[config.mk]
export PLATFORM = sky130hd
export DESIGN_NAME = sha256_message_digest
export DESIGN_NICKNAME = d
export VERILOG_FILES = /design/src/rtl/s256_pkg.sv /design/src/rtl/s256_round.sv /design/src/rtl/sha256_message_digest.sv
export SDC_FILE = /design/constraint.sdc
export NUM_CORES = 2
export LEC_CHECK = 0
export BUFFER_PORTS_ARGS = -buffer_cell sky130_fd_sc_hd__buf_2
export CORE_ASPECT_RATIO = 1.25
export CORE_MARGIN = 3
export CORE_UTILIZATION = 31
export CTS_CLUSTER_SIZE = 14
export DETAILED_ROUTE_END_ITERATION = 10
export REMOVE_ABC_BUFFERS = 1
export SLEW_MARGIN = 30
export SYNTH_ARGS = -nofsm -noshare
export SYNTH_HDL_FRONTEND = slang
export SYNTH_HIERARCHICAL = 1
export SYNTH_SLANG_ARGS = --single-unit
[constraint.sdc]
create_clock -name i_clk -period 60.2 [get_ports i_clk]
set_clock_uncertainty 0.2 [all_clocks]
set_input_delay 12.04 -clock i_clk [delete_from_list [all_inputs] [get_ports i_clk]]
set_output_delay 12.04 -clock i_clk [all_outputs]
set_load 0.005 [all_outputs]
[src/rtl/s256_pkg.sv]
`timescale 1ns / 1ps
// ============================================================================
// s256_pkg
// Shared types, constants and round functions of the SHA-256 byte digest.
// ============================================================================
package s256_pkg;

    localparam int CNT_BITS_DEF = 61;
    localparam logic [7:0] PAD_MARK = 8'h80;
    localparam logic [5:0] LEN_POS = 6'd56;
    localparam logic [5:0] FILL_LAST = 6'd63;

    typedef logic [15:0][31:0] t_block;
    typedef logic [7:0][31:0] t_chain;

    typedef struct packed {
        logic start;
        logic init;
    } t_eng_ctrl;

    typedef struct packed {
        logic done;
    } t_eng_stat;

    localparam logic [31:0] INIT_HASH [8] = '{
        32'h6a09e667, 32'hbb67ae85, 32'h3c6ef372, 32'ha54ff53a,
        32'h510e527f, 32'h9b05688c, 32'h1f83d9ab, 32'h5be0cd19
    };

    localparam logic [31:0] ROUND_K [64] = '{
        32'h428a2f98, 32'h71374491, 32'hb5c0fbcf, 32'he9b5dba5,
        32'h3956c25b, 32'h59f111f1, 32'h923f82a4, 32'hab1c5ed5,
        32'hd807aa98, 32'h12835b01, 32'h243185be, 32'h550c7dc3,
        32'h72be5d74, 32'h80deb1fe, 32'h9bdc06a7, 32'hc19bf174,
        32'he49b69c1, 32'hefbe4786, 32'h0fc19dc6, 32'h240ca1cc,
        32'h2de92c6f, 32'h4a7484aa, 32'h5cb0a9dc, 32'h76f988da,
        32'h983e5152, 32'ha831c66d, 32'hb00327c8, 32'hbf597fc7,
        32'hc6e00bf3, 32'hd5a79147, 32'h06ca6351, 32'h14292967,
        32'h27b70a85, 32'h2e1b2138, 32'h4d2c6dfc, 32'h53380d13,
        32'h650a7354, 32'h766a0abb, 32'h81c2c92e, 32'h92722c85,
        32'ha2bfe8a1, 32'ha81a664b, 32'hc24b8b70, 32'hc76c51a3,
        32'hd192e819, 32'hd6990624, 32'hf40e3585, 32'h106aa070,
        32'h19a4c116, 32'h1e376c08, 32'h2748774c, 32'h34b0bcb5,
        32'h391c0cb3, 32'h4ed8aa4a, 32'h5b9cca4f, 32'h682e6ff3,
        32'h748f82ee, 32'h78a5636f, 32'h84c87814, 32'h8cc70208,
        32'h90befffa, 32'ha4506ceb, 32'hbef9a3f7, 32'hc67178f2
    };

    function automatic logic [31:0] f_bsig0(input logic [31:0] x);
        return {x[1:0], x[31:2]} ^ {x[12:0], x[31:13]} ^ {x[21:0], x[31:22]};
    endfunction

    function automatic logic [31:0] f_bsig1(input logic [31:0] x);
        return {x[5:0], x[31:6]} ^ {x[10:0], x[31:11]} ^ {x[24:0], x[31:25]};
    endfunction

    function automatic logic [31:0] f_ssig0(input logic [31:0] x);
        return {x[6:0], x[31:7]} ^ {x[17:0], x[31:18]} ^ {3'b000, x[31:3]};
    endfunction

    function automatic logic [31:0] f_ssig1(input logic [31:0] x);
        return {x[16:0], x[31:17]} ^ {x[18:0], x[31:19]} ^ {10'd0, x[31:10]};
    endfunction

endpackage

[src/rtl/s256_round.sv]
`timescale 1ns / 1ps
// ============================================================================
// s256_round
// Compression engine: one SHA-256 round per cycle over a 16-word schedule
// window, then a chaining-value update. Holds the chaining value.
// ============================================================================
module s256_round (
    input  logic               i_clk,
    input  logic               i_rst_n,
    input  s256_pkg::t_eng_ctrl i_ctrl,
    input  s256_pkg::t_block   i_block,
    output s256_pkg::t_eng_stat o_stat,
    output s256_pkg::t_chain   o_chain
);

    typedef enum logic [1:0] {
        E_IDLE,
        E_RUN,
        E_FIN
    } t_eng_state;

    t_eng_state        r_state;
    logic [5:0]        r_round;
    s256_pkg::t_block  r_w;
    s256_pkg::t_chain  r_v;
    s256_pkg::t_chain  r_chain;

    logic [31:0] w_t1;
    logic [31:0] w_t2;
    logic [31:0] w_ch;
    logic [31:0] w_maj;
    logic [31:0] w_sched;

    always_comb begin
        w_ch    = (r_v[4] & r_v[5]) ^ (~r_v[4] & r_v[6]);
        w_maj   = (r_v[0] & r_v[1]) ^ (r_v[0] & r_v[2]) ^ (r_v[1] & r_v[2]);
        w_t1    = r_v[7] + s256_pkg::f_bsig1(r_v[4]) + w_ch
                  + s256_pkg::ROUND_K[r_round] + r_w[0];
        w_t2    = s256_pkg::f_bsig0(r_v[0]) + w_maj;
        w_sched = r_w[0] + s256_pkg::f_ssig0(r_w[1]) + r_w[9]
                  + s256_pkg::f_ssig1(r_w[14]);
    end

    always_ff @(posedge i_clk) begin
        if (!i_rst_n) begin
            r_state <= E_IDLE;
            r_round <= '0;
            for (int i = 0; i < 8; i++) begin
                r_chain[i] <= s256_pkg::INIT_HASH[i];
            end
        end else begin
            case (r_state)
                E_IDLE: begin
                    if (i_ctrl.init) begin
                        for (int i = 0; i < 8; i++) begin
                            r_chain[i] <= s256_pkg::INIT_HASH[i];
                        end
                    end
                    if (i_ctrl.start) begin
                        r_w     <= i_block;
                        r_v     <= r_chain;
                        r_round <= '0;
                        r_state <= E_RUN;
                    end
                end
                E_RUN: begin
                    r_v[7] <= r_v[6];
                    r_v[6] <= r_v[5];
                    r_v[5] <= r_v[4];
                    r_v[4] <= r_v[3] + w_t1;
                    r_v[3] <= r_v[2];
                    r_v[2] <= r_v[1];
                    r_v[1] <= r_v[0];
                    r_v[0] <= w_t1 + w_t2;
                    for (int i = 0; i < 15; i++) begin
                        r_w[i] <= r_w[i+1];
                    end
                    r_w[15] <= w_sched;
                    r_round <= r_round + 6'd1;
                    if (r_round == 6'd63) begin
                        r_state <= E_FIN;
                    end
                end
                E_FIN: begin
                    for (int i = 0; i < 8; i++) begin
                        r_chain[i] <= r_chain[i] + r_v[i];
                    end
                    r_state <= E_IDLE;
                end
                default: begin
                    r_state <= E_IDLE;
                end
            endcase
        end
    end

    assign o_stat.done = (r_state == E_FIN);
    assign o_chain     = r_chain;

endmodule

[src/rtl/sha256_message_digest.sv]
`timescale 1ns / 1ps
// ============================================================================
// sha256_message_digest
// SHA-256 over a byte stream; one 256-bit digest per message.
// ============================================================================
// Throughput: one byte per cycle while a block fills; the byte that completes a
//   block holds input off while it is compressed (load, 64 rounds in the round unit,
//   chaining update). After the final byte, padding fills out the block, one or
//   two blocks are compressed, then the digest is registered once the output is free.
// Reset: synchronous, active low; loads the initial hash, clears the counters
//   and the output register valid.
module sha256_message_digest #(
    parameter int LENGTH_COUNTER_BITS = s256_pkg::CNT_BITS_DEF
) (
    input  logic         i_clk,
    input  logic         i_rst_n,
    input  logic         i_s_axis_tvalid,
    output logic         o_s_axis_tready,
    input  logic [7:0]   i_s_axis_tdata,   // [7:0] message_byte
    input  logic         i_s_axis_tlast,   // is_last
    output logic         o_m_axis_tvalid,
    input  logic         i_m_axis_tready,
    output logic [255:0] o_m_axis_tdata    // digest_word_0 .. digest_word_7, 32 bits each
);

    localparam int CW = LENGTH_COUNTER_BITS;

    typedef enum logic [2:0] {
        S_IDLE,
        S_PAD,
        S_START,
        S_COMP,
        S_DONE
    } t_state;

    t_state                  r_state, n_state;
    logic [5:0]              r_fill, n_fill;
    logic [CW-1:0]           r_byte_cnt, n_byte_cnt;
    logic [63:0]             r_len, n_len;
    logic                    r_pad, n_pad;
    logic                    r_mark, n_mark;
    logic                    r_len_here, n_len_here;
    logic                    r_final, n_final;
    logic                    r_out_valid, n_out_valid;
    logic [255:0]            r_out, n_out;
    s256_pkg::t_block        r_buf;

    logic                    w_wr;
    logic [7:0]              w_wr_byte;
    logic [CW-1:0]           w_cnt_inc;
    s256_pkg::t_eng_ctrl     w_ctrl;
    s256_pkg::t_eng_stat     w_stat;
    s256_pkg::t_chain        w_chain;

    assign w_cnt_inc = r_byte_cnt + CW'(1);

    always_comb begin
        n_state     = r_state;
        n_fill      = r_fill;
        n_byte_cnt  = r_byte_cnt;
        n_len       = r_len;
        n_pad       = r_pad;
        n_mark      = r_mark;
        n_len_here  = r_len_here;
        n_final     = r_final;
        n_out_valid = r_out_valid && !i_m_axis_tready;
        n_out       = r_out;
        w_wr        = 1'b0;
        w_wr_byte   = i_s_axis_tdata;
        w_ctrl      = '0;
        case (r_state)
            S_IDLE: begin
                if (i_s_axis_tvalid) begin
                    w_wr       = 1'b1;
                    n_fill     = r_fill + 6'd1;
                    n_byte_cnt = w_cnt_inc;
                    n_final    = 1'b0;
                    if (i_s_axis_tlast) begin
                        n_pad      = 1'b1;
                        n_mark     = 1'b0;
                        n_len_here = 1'b0;
                        n_len      = 64'({w_cnt_inc, 3'b000});
                    end
                    if (r_fill == s256_pkg::FILL_LAST) begin
                        n_state = S_START;
                    end else if (i_s_axis_tlast) begin
                        n_state = S_PAD;
                    end
                end
            end
            S_PAD: begin
                w_wr   = 1'b1;
                n_fill = r_fill + 6'd1;
                if (!r_mark) begin
                    w_wr_byte  = s256_pkg::PAD_MARK;
                    n_mark     = 1'b1;
                    n_len_here = (r_fill < s256_pkg::LEN_POS);
                end else if (r_len_here && r_fill >= s256_pkg::LEN_POS) begin
                    w_wr_byte = r_len[63:56];
                    n_len     = {r_len[55:0], 8'd0};
                end else begin
                    w_wr_byte = 8'd0;
                end
                if (r_fill == s256_pkg::FILL_LAST) begin
                    n_final    = r_len_here;
                    n_len_here = 1'b1;
                    n_state    = S_START;
                end
            end
            S_START: begin
                w_ctrl.start = 1'b1;
                n_state      = S_COMP;
            end
            S_COMP: begin
                if (w_stat.done) begin
                    if (r_final) begin
                        n_state = S_DONE;
                    end else if (r_pad) begin
                        n_state = S_PAD;
                    end else begin
                        n_state = S_IDLE;
                    end
                end
            end
            S_DONE: begin
                if (!r_out_valid || i_m_axis_tready) begin
                    n_out       = w_chain;
                    n_out_valid = 1'b1;
                    w_ctrl.init = 1'b1;
                    n_pad       = 1'b0;
                    n_final     = 1'b0;
                    n_byte_cnt  = '0;
                    n_fill      = '0;
                    n_state     = S_IDLE;
                end
            end
            default: begin
                n_state = S_IDLE;
            end
        endcase
    end

    always_ff @(posedge i_clk) begin
        if (!i_rst_n) begin
            r_state     <= S_IDLE;
            r_fill      <= '0;
            r_byte_cnt  <= '0;
            r_pad       <= 1'b0;
            r_mark      <= 1'b0;
            r_len_here  <= 1'b0;
            r_final     <= 1'b0;
            r_out_valid <= 1'b0;
        end else begin
            r_state     <= n_state;
            r_fill      <= n_fill;
            r_byte_cnt  <= n_byte_cnt;
            r_pad       <= n_pad;
            r_mark      <= n_mark;
            r_len_here  <= n_len_here;
            r_final     <= n_final;
            r_out_valid <= n_out_valid;
        end
    end

    always_ff @(posedge i_clk) begin
        r_len <= n_len;
        r_out <= n_out;
        if (w_wr) begin
            r_buf[r_fill[5:2]][{~r_fill[1:0], 3'b000} +: 8] <= w_wr_byte;
        end
    end

    s256_round u_round (
        .i_clk   (i_clk),
        .i_rst_n (i_rst_n),
        .i_ctrl  (w_ctrl),
        .i_block (r_buf),
        .o_stat  (w_stat),
        .o_chain (w_chain)
    );

    assign o_s_axis_tready = (r_state == S_IDLE);
    assign o_m_axis_tvalid = r_out_valid;
    assign o_m_axis_tdata  = r_out;

endmodule

==> results_dict.tcl <==
set metrics [dict create \
    cts-root-buf "clkbuf_16" \
    cts.path.max_buffers 4 \
    crit_fanout 156 \
    drt_iter0_drc 7027 \
    critPathLaunch "i_rst_n" \
    grt_overflow 0 \
    viasPerCell 5.11 \
    area_delta_synth_final_pct 13.2 \
    post_cts_resized 0 \
    power_density_nw_per_um2 28.5 \
    totalWireLength_mm 317 \
    critPathArrivalTime_ns 15.99 \
    totalPowerFinal_mw 3.23 \
    hold_path_startpoint "u_round/r_w[105]$_DFFE_PP_" \
    slew_headroom_pct 27.1 \
    coreArea_um2 321000 \
    hpwl_mm 223 \
    synth-seq-area-share_pct 54.6 \
    grt_max_degree 231 \
    htree_levels 4 \
    timing.setup.tns_ns 0 \
    async_reset_ff_share_pct 0 \
    post_cts_buffers 0 \
    r2r_slack_ns 49.00 \
    ys_seq_elements 1936 \
    grt_pass1_wl_mm 463 \
    ios 271 \
    slew_violations 0 \
    nFillCells 32100 \
    clkLatencyLatePin_ns 0.91 \
    min_period_ns 15.69 \
    r2r_start "u_round/r_round[1]$_SDFFE_PN0P_" \
    rsz0062_at_grt "no" \
    clk_pin_slew_ns 0.06 \
    max-cap-violations 0 \
    tightest_slew_ns 1.07 \
    hp-class "flip-flop to flip-flop" \
    syn_inst 9686 \
    fmax_mhz 63.7 \
    cts_sinks 1936 \
    post_route_cells_drive_above_1_share_pct 8.12 \
    place.gp.congestion 0.939 \
    synth_edf_count 1597 \
    final_common_cell "nand2_1" \
    layout.nets 10400 \
    io_buffer_count 270 \
    power.leakage_nw 44.0 \
    ant_nets 0 \
    die_w_um 515 \
    hold_viol 0 \
    cts_tree "yes" \
    timing.hold.ws_ns 0.248 \
    mostFrequentLayoutCells "nand2_1 (2,518), edfxtp_1 (1,597), o21ai_0 (511)" \
    ys.flop_type "edfxtp_1" \
    finalInstanceArea_um2 113000 \
    setup_viol 0 \
    worstSetupPathType "input port to flip-flop" \
    finalCritPeriodShare_pct 26.1 \
    synth_warnings 6 \
    numCtsBuffers 213 \
    ctsHoldBuffers 0 \
    drc 0 \
    synth_area_um2 100000 \
    synth_cell_types 97 \
    post_dp_cell_area_um2 106000 \
    endpoint_kind "flip-flop" \
    dieArea_um2 330000 \
    first_pass_iters 7 \
    grt_usage_pct 18.5 \
    grt_pass1_vias 69300 \
    avgSynthCellArea_um2 10.3 \
    wl_per_cell_um 22.3 \
    rows 232 \
    irDropWorstVdd_mv 0.0266 \
    antenna_found_initial 9 \
    required_ns 60.50 \
    crit_path_start_kind "input port" \
    fp.dieH_um 642 \
    status "finished, final reports clean" \
    start_util_pct 31.2 \
    via_count 72500 \
]
[critical path, stage by stage]
cell    delay, ns
buf_6        0.21
inv_4        0.21
nor2_4       0.19
buf_12       0.62
buf_4        0.81
buf_4        0.57
buf_12       0.29
buf_6        0.60
[metal layers]
metal	global-route usage (%)	up-vias	wire length [um]
met4	7.47	6	14500
met2	31.6	2411	153000
li1	-	34100	-
met3	2.91	568	20000
met1	23.4	35500	129000
met5	0	-	34
[flip-flops by register name, summed over array words and instances, names as in the netlist]
name,count
u_round/r_v,256
r_final,1
r_buf,512
o_m_axis_tdata,256
r_len_here,1
u_round/r_state,2
o_m_axis_tvalid,1
r_mark,1
r_len,61
r_byte_cnt,61
r_fill,6
u_round/r_round,6
r_state,3
r_pad,1
u_round/r_w,512
u_round/o_chain,256
[power by group]
group / switching (mW) / leakage, nW / internal (mW)
clock network: 0.555 / 3.44 / 0.795
logic: 0.262 / 23.4 / 0.147
registers: 0.00999 / 17.1 / 1.46
total: 0.826 / 44.0 / 2.40
[metrics by stage]
stage	util (%)	setup WS, ns	instances
after floorplan	-	13.13	9217
after global placement	33.1	43.28	13800
after detailed placement	33.1	43.50	13800
after CTS	35.3	44.47	14200
after global routing	35.4	44.30	14200
final	35.4	44.51	14200
[layout make-up]
cell class              count  area (um2)  area share [%]
clock buffers             266        5730            5.05
diodes                      2        5.00         0.00441
well taps                4212        5270            4.65
inverters                 483        1820            1.60
flip-flops and latches   1936       54800            48.3
clock inverters           116        1410            1.24
multi-input cells        6798       42100            37.1
repair buffers            381        2360            2.08
[synthesized netlist by cell type (all sizes together) (49+ instances only)]
| library cell | count | area share [%] |
|---|---|---|
| nor2b | 49 | 0.31 |
| nand2b | 68 | 0.42 |
| clkbuf | 431 | 1.6 |
| nand4 | 54 | 0.35 |
| a21o | 211 | 1.6 |
| o21ai | 515 | 2.6 |
| o21bai | 50 | 0.37 |
| nand3 | 145 | 0.73 |
| ha | 397 | 5.0 |
| edfxtp | 1597 | 48 |
| xnor2 | 345 | 3.0 |
| xor2 | 255 | 2.2 |
| a22oi | 61 | 0.46 |
| o22ai | 90 | 0.56 |
| fa | 195 | 3.9 |
| nand2 | 2520 | 9.4 |
| nor2 | 523 | 2.0 |
| a21oi | 449 | 2.2 |
| inv | 481 | 1.8 |
| a31oi | 75 | 0.47 |
| nor3 | 92 | 0.46 |
| dfxtp | 339 | 6.8 |
| and3 | 59 | 0.37 |
[cell families after synthesis]
group	count (synthesis)	synth area share (%)
AND/OR/NAND/NOR	3711	15.5
flip-flops	1936	54.6
AO/OA/AOI/OAI	1831	11.5
buffers and inverters	952	3.59
XOR/XNOR	602	5.29
adder cells (fa/ha/maj)	595	8.88
multiplexers	59	0.660
[final timing paths]
kind	end	cells after the start
max	u_round/r_w[433]$_DFFE_PP_	8
min	u_round/r_w[73]$_DFFE_PP_	2
max reg2reg	u_round/r_v[31]$_DFFE_PP_	34
min reg2reg	u_round/r_w[73]$_DFFE_PP_	2
Power figures use the tool's default switching activity.
